[src/rtl/core/uer_pkg.sv]
`timescale 1ns / 1ps

package uer_pkg;

   localparam int unsigned CountWidth = 17;
   localparam int unsigned DistWidth  = 21;
   localparam int unsigned ProdWidth  = 22;
   localparam int unsigned MaxCmWidth = 10;

   localparam logic [CountWidth-1:0] CountMax     = '1;
   localparam logic [ProdWidth-1:0]  DistMax      = ProdWidth'(2097151);
   localparam logic [ProdWidth-1:0]  MinDistMilli = ProdWidth'(2000);
   localparam logic [9:0]            MilliPerCm   = 10'd1000;

   localparam int unsigned CsrIndexWidth = 3;
   localparam int unsigned CsrDataWidth  = 17;

   // Register indexes on the configuration port.
   typedef enum logic [CsrIndexWidth-1:0] {
      CSR_ENABLE        = 3'd0,
      CSR_MAX_DISTANCE  = 3'd1,
      CSR_START_TIMEOUT = 3'd2,
      CSR_ECHO_TIMEOUT  = 3'd3,
      CSR_TRIGGER_WIDTH = 3'd4
   } uer_csr_index_type;

   typedef enum logic [2:0] {
      ST_OK            = 3'd0,
      ST_NOT_READY     = 3'd1,
      ST_START_TIMEOUT = 3'd2,
      ST_ECHO_TIMEOUT  = 3'd3,
      ST_OUT_OF_RANGE  = 3'd4
   } uer_status_type;

   typedef enum logic [3:0] {
      PH_IDLE = 4'b0001,
      PH_TRIG = 4'b0010,
      PH_WAIT = 4'b0100,
      PH_MEAS = 4'b1000
   } uer_phase_type;

   typedef struct packed {
      logic                  enable;
      logic [MaxCmWidth-1:0] max_distance_cm;
      logic [15:0]           start_wait_limit;
      logic [16:0]           echo_len_limit;
      logic [7:0]            trigger_width_us;
   } uer_cfg_type;

   typedef struct packed {
      uer_phase_type         phase;
      logic [CountWidth-1:0] tick_count;
   } uer_state_type;

   // Packed so that the last field sits in the lowest bits of tdata.
   typedef struct packed {
      logic [DistWidth-1:0]  distance_milli_cm;
      logic [CountWidth-1:0] echo_ticks;
      uer_status_type        status;
      logic                  done_res;
      logic                  trigger_level;
   } uer_result_type;

   localparam int unsigned ResultWidth = $bits(uer_result_type);
   localparam int unsigned RspWidth    = ((ResultWidth + 7) / 8) * 8;

endpackage

[src/rtl/core/ultrasonic_echo_ranger.sv]
`timescale 1ns / 1ps
// Channel   Direction  Handshake              Payload
// req       in         req_tvalid/req_tready  req_tdata[7:0]: one microsecond tick sample
// rsp       out        rsp_tvalid/rsp_tready  rsp_tdata[47:0]: trigger level, done, result
// csr       in         csr_valid/csr_ready    csr_index[2:0], csr_data[16:0]
//
// One tick transaction is taken every cycle while req_tready is high; each yields exactly
// one result transaction, presented on rsp after it has passed the input register and then
// the result register.
// The step logic updates phase and tick count in the cycle a tick leaves the input register,
// so consecutive ticks follow back to back through the same registers.
// A stall on rsp holds the result register and, behind it, the input register; req_tready
// drops only when both are full. Reset is synchronous and returns the phase to idle and
// every configuration register to its documented default. csr writes are always accepted.

module ultrasonic_echo_ranger
   import uer_pkg::*;
(
   input  logic                     clock,
   input  logic                     reset,
   // [0] start_request, [1] echo_level, [7:2] zero
   input  logic [7:0]               req_tdata,
   input  logic                     req_tvalid,
   output logic                     req_tready,
   // [0] trigger_level, [1] done_res, [4:2] status, [21:5] echo_ticks,
   // [42:22] distance_milli_cm, [47:43] zero
   output logic [RspWidth-1:0]      rsp_tdata,
   output logic                     rsp_tvalid,
   input  logic                     rsp_tready,
   input  logic                     csr_valid,
   output logic                     csr_ready,
   input  logic [CsrIndexWidth-1:0] csr_index,
   input  logic [CsrDataWidth-1:0]  csr_data
);

   uer_cfg_type    cfg;
   uer_state_type  state_ff;
   uer_state_type  state_in;
   uer_state_type  state_next;
   uer_result_type step_result;
   uer_result_type result_ff;
   uer_result_type result_in;

   logic in_valid_ff;
   logic in_valid_in;
   logic in_start_ff;
   logic in_start_in;
   logic in_echo_ff;
   logic in_echo_in;
   logic rsp_valid_ff;
   logic rsp_valid_in;
   logic rsp_free;
   logic in_free;
   logic advance;

   assign csr_ready = 1'b1;

   uer_csr u_csr (
      .clock     (clock),
      .reset     (reset),
      .csr_valid (csr_valid),
      .csr_index (csr_index),
      .csr_data  (csr_data),
      .cfg       (cfg)
   );

   uer_step u_step (
      .cfg           (cfg),
      .state         (state_ff),
      .start_request (in_start_ff),
      .echo_level    (in_echo_ff),
      .state_next    (state_next),
      .result        (step_result)
   );

   // The result register frees up when it is empty or being drained this cycle.
   assign rsp_free   = !rsp_valid_ff || rsp_tready;
   assign advance    = in_valid_ff && rsp_free;
   assign in_free    = !in_valid_ff || rsp_free;
   assign req_tready = in_free;

   always_comb begin
      in_valid_in  = in_valid_ff;
      in_start_in  = in_start_ff;
      in_echo_in   = in_echo_ff;
      rsp_valid_in = rsp_valid_ff;
      result_in    = result_ff;
      state_in     = state_ff;
      if (rsp_free) begin
         rsp_valid_in = advance;
      end
      if (advance) begin
         result_in = step_result;
         state_in  = state_next;
      end
      if (in_free) begin
         in_valid_in = req_tvalid;
         in_start_in = req_tdata[0];
         in_echo_in  = req_tdata[1];
      end
   end

   always_ff @(posedge clock) begin
      if (reset) begin
         in_valid_ff         <= 1'b0;
         rsp_valid_ff        <= 1'b0;
         state_ff.phase      <= PH_IDLE;
         state_ff.tick_count <= '0;
      end else begin
         in_valid_ff  <= in_valid_in;
         rsp_valid_ff <= rsp_valid_in;
         state_ff     <= state_in;
      end
   end

   always_ff @(posedge clock) begin
      in_start_ff <= in_start_in;
      in_echo_ff  <= in_echo_in;
      result_ff   <= result_in;
   end

   assign rsp_tvalid = rsp_valid_ff;
   assign rsp_tdata  = {{(RspWidth-ResultWidth){1'b0}}, result_ff};

endmodule

[src/rtl/core/uer_csr.sv]
`timescale 1ns / 1ps

module uer_csr
   import uer_pkg::*;
(
   input  logic                     clock,
   input  logic                     reset,
   input  logic                     csr_valid,
   input  logic [CsrIndexWidth-1:0] csr_index,
   input  logic [CsrDataWidth-1:0]  csr_data,
   output uer_cfg_type              cfg
);

   uer_cfg_type cfg_ff;
   uer_cfg_type cfg_in;

   always_comb begin
      cfg_in = cfg_ff;
      if (csr_valid) begin
         case (uer_csr_index_type'(csr_index))
            CSR_ENABLE:        cfg_in.enable           = csr_data[0];
            CSR_MAX_DISTANCE:  cfg_in.max_distance_cm  = csr_data[MaxCmWidth-1:0];
            CSR_START_TIMEOUT: cfg_in.start_wait_limit = csr_data[15:0];
            CSR_ECHO_TIMEOUT:  cfg_in.echo_len_limit   = csr_data[16:0];
            CSR_TRIGGER_WIDTH: cfg_in.trigger_width_us = csr_data[7:0];
            default:           cfg_in = cfg_ff;
         endcase
      end
   end

   always_ff @(posedge clock) begin
      if (reset) begin
         cfg_ff.enable           <= 1'b1;
         cfg_ff.max_distance_cm  <= MaxCmWidth'(400);
         cfg_ff.start_wait_limit <= 16'd5000;
         cfg_ff.echo_len_limit   <= 17'd50000;
         cfg_ff.trigger_width_us <= 8'd10;
      end else begin
         cfg_ff <= cfg_in;
      end
   end

   assign cfg = cfg_ff;

endmodule

[src/rtl/core/uer_step.sv]
`timescale 1ns / 1ps

module uer_step
   import uer_pkg::*;
(
   input  uer_cfg_type    cfg,
   input  uer_state_type  state,
   input  logic           start_request,
   input  logic           echo_level,
   output uer_state_type  state_next,
   output uer_result_type result
);

   logic [CountWidth-1:0] count_inc;
   logic                  count_sat;
   logic [ProdWidth-1:0]  dist_raw;
   logic [ProdWidth-1:0]  dist_max_milli;
   logic [ProdWidth-1:0]  dist_clip;

   // The count holds at its top value instead of wrapping.
   assign count_sat = (state.tick_count == CountMax);
   assign count_inc = count_sat ? state.tick_count : state.tick_count + 1'b1;

   // Ticks times 17 as a shift and add.
   assign dist_raw = {1'b0, state.tick_count, 4'b0000}
                   + {{(ProdWidth-CountWidth){1'b0}}, state.tick_count};
   assign dist_max_milli = ProdWidth'(cfg.max_distance_cm) * ProdWidth'(MilliPerCm);
   assign dist_clip = (dist_raw > DistMax) ? DistMax : dist_raw;

   always_comb begin
      state_next = state;
      result     = '0;
      case (state.phase)
         PH_IDLE: begin
            if (start_request) begin
               if (!cfg.enable) begin
                  result.done_res = 1'b1;
                  result.status   = ST_NOT_READY;
               end else begin
                  result.trigger_level = 1'b1;
                  // A trigger width of zero or one ends the pulse right here.
                  if (cfg.trigger_width_us <= 8'd1) begin
                     state_next.phase      = PH_WAIT;
                     state_next.tick_count = '0;
                  end else begin
                     state_next.phase      = PH_TRIG;
                     state_next.tick_count = CountWidth'(1);
                  end
               end
            end
         end
         PH_TRIG: begin
            result.trigger_level = 1'b1;
            if (count_inc >= CountWidth'(cfg.trigger_width_us)) begin
               state_next.phase      = PH_WAIT;
               state_next.tick_count = '0;
            end else begin
               state_next.tick_count = count_inc;
            end
         end
         PH_WAIT: begin
            if (echo_level) begin
               state_next.phase      = PH_MEAS;
               state_next.tick_count = CountWidth'(1);
            end else if (count_inc > CountWidth'(cfg.start_wait_limit)) begin
               result.done_res       = 1'b1;
               result.status         = ST_START_TIMEOUT;
               state_next.phase      = PH_IDLE;
               state_next.tick_count = '0;
            end else begin
               state_next.tick_count = count_inc;
            end
         end
         PH_MEAS: begin
            if (echo_level) begin
               if (count_sat || (count_inc > cfg.echo_len_limit)) begin
                  result.done_res       = 1'b1;
                  result.status         = ST_ECHO_TIMEOUT;
                  result.echo_ticks     = count_inc;
                  state_next.phase      = PH_IDLE;
                  state_next.tick_count = '0;
               end else begin
                  state_next.tick_count = count_inc;
               end
            end else begin
               result.done_res          = 1'b1;
               result.echo_ticks        = state.tick_count;
               result.distance_milli_cm = dist_clip[DistWidth-1:0];
               if ((dist_raw < MinDistMilli) || (dist_raw > dist_max_milli)) begin
                  result.status = ST_OUT_OF_RANGE;
               end else begin
                  result.status = ST_OK;
               end
               state_next.phase      = PH_IDLE;
               state_next.tick_count = '0;
            end
         end
         default: begin
            state_next.phase      = PH_IDLE;
            state_next.tick_count = '0;
         end
      endcase
   end

endmodule

[config.mk]
export PLATFORM = sky130hd
export DESIGN_NAME = ultrasonic_echo_ranger
export DESIGN_NICKNAME = d
export VERILOG_FILES = /design/src/rtl/core/uer_pkg.sv /design/src/rtl/core/ultrasonic_echo_ranger.sv /design/src/rtl/core/uer_csr.sv /design/src/rtl/core/uer_step.sv
export SDC_FILE = /design/constraint.sdc
export NUM_CORES = 1
export LEC_CHECK = 0
export BUFFER_PORTS_ARGS = -buffer_cell sky130_fd_sc_hd__buf_2
export CAP_MARGIN = 20
export CORE_MARGIN = 5
export CORE_UTILIZATION = 60
export CTS_CLUSTER_SIZE = 16
export DETAILED_ROUTE_END_ITERATION = 10
export GPL_ROUTABILITY_DRIVEN = 0
export GPL_TIMING_DRIVEN = 0
export PLACE_DENSITY = 0.91
export SYNTH_ARGS = -nofsm -noshare
export SYNTH_HDL_FRONTEND = slang
export SYNTH_SLANG_ARGS = --single-unit
export TNS_END_PERCENT = 30
[constraint.sdc]
create_clock -name clock -period 9.9 [get_ports clock]
set_input_delay 0.495 -clock clock [delete_from_list [all_inputs] [get_ports clock]]
set_output_delay 0.495 -clock clock [all_outputs]
set_load 0.05 [all_outputs]
* Yosys cells after proc, flatten, opt, wreduce, memory -nomap -nowiden
Index checks and enable logic that the tools add are counted.
Widths: inputs -> output; s select.
** Word-level totals
- Flip-flop bits (word level) :: 120
- Bits in latches :: 0
- RAM bits :: 0
- Bits in read-only memories :: 0
- Output and inout port bits :: 51
- Word-level logic and storage cells :: 81
- Memories kept :: 0
** Cells by class
- $add $sub $neg :: 2
- Multipliers :: 1
- Divide/modulo/power cells :: 0
- Order comparisons :: 7
- Equality and inequality tests :: 14
- Shift operators :: 0
- Mux-type cells :: 24
- Bitwise operators :: 1
- Reductions and logical operators :: 16
** Operator list (number)
- $mux 21 :: 7
- $pmux 21 s4 :: 1
- $mux 17 :: 4
- $add 21x17->22 :: 1
- $gt 22x20->1 :: 1
- $gt 22x21->1 const B :: 1
- $lt 22x11->1 const B :: 1
- $mux 20 :: 1
- $add 17x1->17 const B :: 1
- $eq 17x17->1 const B :: 1
- $ge 17x8->1 :: 1
- $gt 17x16->1 :: 1
- $gt 17x17->1 :: 1
- $mul 10x7->17 const B :: 1
- $mux 4 :: 4
- $pmux 4 s3 :: 1
- $reduce_and 2->1 :: 5
- $le 8x1->1 const B :: 1
- $eq 3x2->1 const B :: 2
- $mux 3 :: 2
- $ne 3x2->1 const B :: 2
- $reduce_and 6->1 :: 1
- $mux 5 :: 1
- $eq 4x1->1 const B :: 1
- other kinds (17) :: 22

* Depth between registers and ports, before layout
- Word-level depth :: 7
- Mapped depth :: 23
- Mapped depth without buffers :: 23

* By module
A second synthesis with hierarchy kept.
** Second synthesis, totals
- Cell total of the unflattened synthesis :: 1070
- Area total of the unflattened synthesis :: 9803.2 um^2
** By module, submodules not included
- uer_step :: instances 1, cells each 713, area an instance 5223.8 um^2
- ultrasonic_echo_ranger :: instances 1, cells each 153, area an instance 2441.1 um^2
- uer_csr :: instances 1, cells each 204, area an instance 2138.3 um^2

* Worst setup path after synthesis
OpenSTA, ideal clock, no wires.
- Kind :: register -> register
- Start point :: reg u_csr.cfg_ff, in the netlist u_csr.cfg[41]
- End point :: reg result_ff, in the netlist rsp_tdata[4] (data pin)
- Arrival :: 4.703 ns
- Required time :: 9.635 ns
- Setup slack :: 4.932 ns
- Cell stages (with the launch flop) :: 23
- Path buffers :: 0
- Path through :: dfxtp_1 -> fa_1 -> xor2_1 -> ha_1 -> inv_1 -> fa_1 -> fa_1 -> inv_1 -> ha_1 -> inv_1 -> o21bai_1 -> a21o_1 -> a31o_2 -> a211oi_1 -> xor2_1 -> ha_1 -> a21o_1 -> a21oi_1 -> o21ai_0 -> a21oi_1 -> o21ai_0 -> a21oi_1 -> o41ai_2
** RTL lines
- start: declaration :: line uer_csr.sv:14 : uer_cfg_type cfg_ff;
- start signal: assignment :: line uer_csr.sv:39 : cfg_ff <= cfg_in;
- end signal: assignment :: line ultrasonic_echo_ranger.sv:119 : result_ff <= result_in;
- end: declaration :: line ultrasonic_echo_ranger.sv:41 : uer_result_type result_ff;

==> metrics.yaml <==
layout:
  num_antenna_cells: 0
  final_cell_mix: "154 x nand2_1, 121 x inv_1, 115 x ha_1"
  n_fill_cell: 1097
  layout_commonest_cell: "nand2_1"
  nets: 1308
  final_core_util: 0.695
  areaGrowthSynthToFinish_pct: 13.2
  drive_above_1_share: 0.115
sta:
  rsz0062_at_grt: "false"
  setup_viol: 0
  hold_viol: 0
  fin_setup_tns_ps: 0
  worstMarginPinSlew_ps: 944
  fin_skew_ps: 9.12
  fin_ws_ps: 4360
  whs_ps: 245
  clock.fmax_mhz: 180
  finalCritPeriodShare: 0.560
  slew_violations: 0
  slew_headroom: 0.362
  period_minus_slack_ps: 5540
detailed_routing:
  drcViolationCount: 0
  ant_nets: 0
  wl_per_cell_um: 16.7
  vias: 7879
  routed_via_density: 5.94
  first_iter_violations: 760
  dr.pass1.iters: 6
  drt-total-wl_um: 22200
pwr:
  leakage_nw: 4.62
  vdd_drop_max_mv: 0.113
  p_per_area_nw_per_um2: 140
  power_w: 0.00142
synthesis:
  synth_async_sr_flop_share: 0
  syn_area_um2: 8950
  synth_edf_count: 45
  ys_ff_latch: 120
  synth_cells: 1036
  synthTopCellsByArea: "dfxtp_1 17%, ha_1 16%, edfxtp_1 15%"
  synth_top_cell_area_share: 0.168
  yosysWarningCount: 0
  ys_types: 74
  synth_top_cell_by_area: "dfxtp_1"
  ys_seq_area_frac: 0.319
  avgSynthCellArea_um2: 8.64
  synth-main-ff-cell: "dfxtp_1"
global_routing:
  track_usage: 0.256
  grt_pass1_wl_um: 36900
  grt_pass1_vias: 7743
  overflow: 0
  grt_max_degree: 40
  antenna_found_initial: 0
setup_path:
  cp.required_ps: 10060
  startpoint_type: "flip-flop"
  critPathMaxStageDelay_ps: 530
  path_class: "flip-flop to flip-flop"
  critPathTopFamily: "adder cells"
  path_buf_inv: 3
  path_max_fanout: 7
  slowest_stage: "dfxtp_1"
  path_cells: "fa_1 > xor2_1 > ha_1 > inv_1 > fa_1 > fa_1 > inv_1 > ha_1 > inv_1 > o21bai_1 > a21o_1 > a31o_2 > a211oi_1 > xor2_1 > ha_1 > a21o_1 > a21oi_1 > o21ai_0 > a21oi_1 > o21ai_0 > a21oi_1 > o41ai_2"
  worstPathArrival_ps: 5700
  worstSetupEndpointType: "flip-flop"
floorplan:
  die_w_um: 132
  start_util: 0.614
  std_cell_rows: 44
  coreArea_um2: 14600
  die-area_um2: 17500
  io_pins: 84
  die-height_um: 132
placement:
  hpwl_um: 17100
  portBuffers: 70
  post-place-ws_ps: 4380
cts:
  postCtsHoldBufs: 0
  clock_latency_ps: 430
  clk_path_buf_depth: 2
  clock-sinks: 120
  ctsResizeCount: 0
  numCtsBuffers: 17
  postCtsSetupBuffers: 0
  ctsHtreeMaxLevel: 4
  clkTransAtPathRegs_ps: 60
  root_buffer: "clkbuf_16"
  cts_tree: "yes"
worst_hold_path:
  hold_path_class: "input pin to flip-flop"
flow_run:
  drv_cap: 0
status:
  status: "finished clean"
-- kinds of logic after synthesis --
| logic type | share of synthesized area |
|---|---|
| AOI/OAI and AO/OA | 0.155 |
| xor gates and xnor gates | 0.0430 |
| adders and majority gates | 0.228 |
| buffers and inverters | 0.0729 |
| DFF | 0.319 |
| muxes | 0.00573 |
| other | 0.000839 |
| and+or+nand+nor | 0.176 |
-- state kept, by name, summed over array words and instances (netlist names) --
| name | flops |
|---|---|
| in_echo_ff | 1 |
| in_start_ff | 1 |
| in_valid_ff | 1 |
| rsp_tdata | 43 |
| rsp_tvalid | 1 |
| state_ff | 21 |
| u_csr.cfg | 52 |
-- layout make-up --
type                            instances  area, um^2  area share
Multi-Input combinational cell        755        5470       0.540
Sequential cell                       120        2850       0.281
Clock buffer                           21         493      0.0486
Inverter                              122         458      0.0452
Timing Repair Buffer                   71         370      0.0365
Tap cell                              184         230      0.0227
Buffer                                 43         195      0.0192
Clock inverter                         11        70.1     0.00691
-- worst paths after layout --
| kind | from | end | slack [ps] | cells after the start |
|---|---|---|---|---|
| max | u_csr.cfg[41] | rsp_tdata[4] | 4360 | 22 |
| min | req_tdata[1] | in_echo_ff | 250 | 1 |
| max reg2reg | u_csr.cfg[41] | rsp_tdata[4] | 4360 | 22 |
| min reg2reg | u_csr.cfg[26] | u_csr.cfg[26] | 460 | 2 |
-- power breakdown --
| group | total [W] | internal (W) | switching (W) |
|---|---|---|---|
| logic | 0.000299 | 0.000112 | 0.000187 |
| registers | 0.000535 | 0.000527 | 0.00000754 |
| clock network | 0.000581 | 0.000353 | 0.000228 |
| total | 0.00142 | 0.000993 | 0.000422 |
-- stage by stage --
| stage | std cells | cell area (um^2) |
|---|---|---|
| floorplan | 1040 | 8970 |
| global route | 1327 | 10100 |
| detailed placement | 1295 | 9580 |
| CTS | 1327 | 10100 |
| finish | 1327 | 10100 |
| global placement | 1294 | 9550 |
-- synthesized netlist by cell type, types with 6 or more instances --
library cell and instances:
nor2b_1 7, buf_4 6, a21oi_1 90, nand4_1 17
nor3_1 15, and3_1 18, ha_1 115, o21ai_0 21
o21ai_1 15, xnor2_1 25, a21o_1 19, xor2_1 19
nor2_1 55, nand3_1 26, edfxtp_1 45, clkbuf_1 31
dfxtp_1 75, o211ai_1 19, inv_1 121, fa_1 30
nand2_1 154
-- per-layer routing --
| layer | GRT usage | vias up | share of wire |
|---|---|---|---|
| met5 | 0 | - | 0 |
| met4 | 0.105 | 0 | 0.036 |
| met3 | 0.0683 | 93 | 0.093 |
| met2 | 0.410 | 386 | 0.46 |
| met1 | 0.328 | 3635 | 0.41 |
| li1 | - | 3765 | - |
Note: power is estimated with default switching activity, not from simulation.
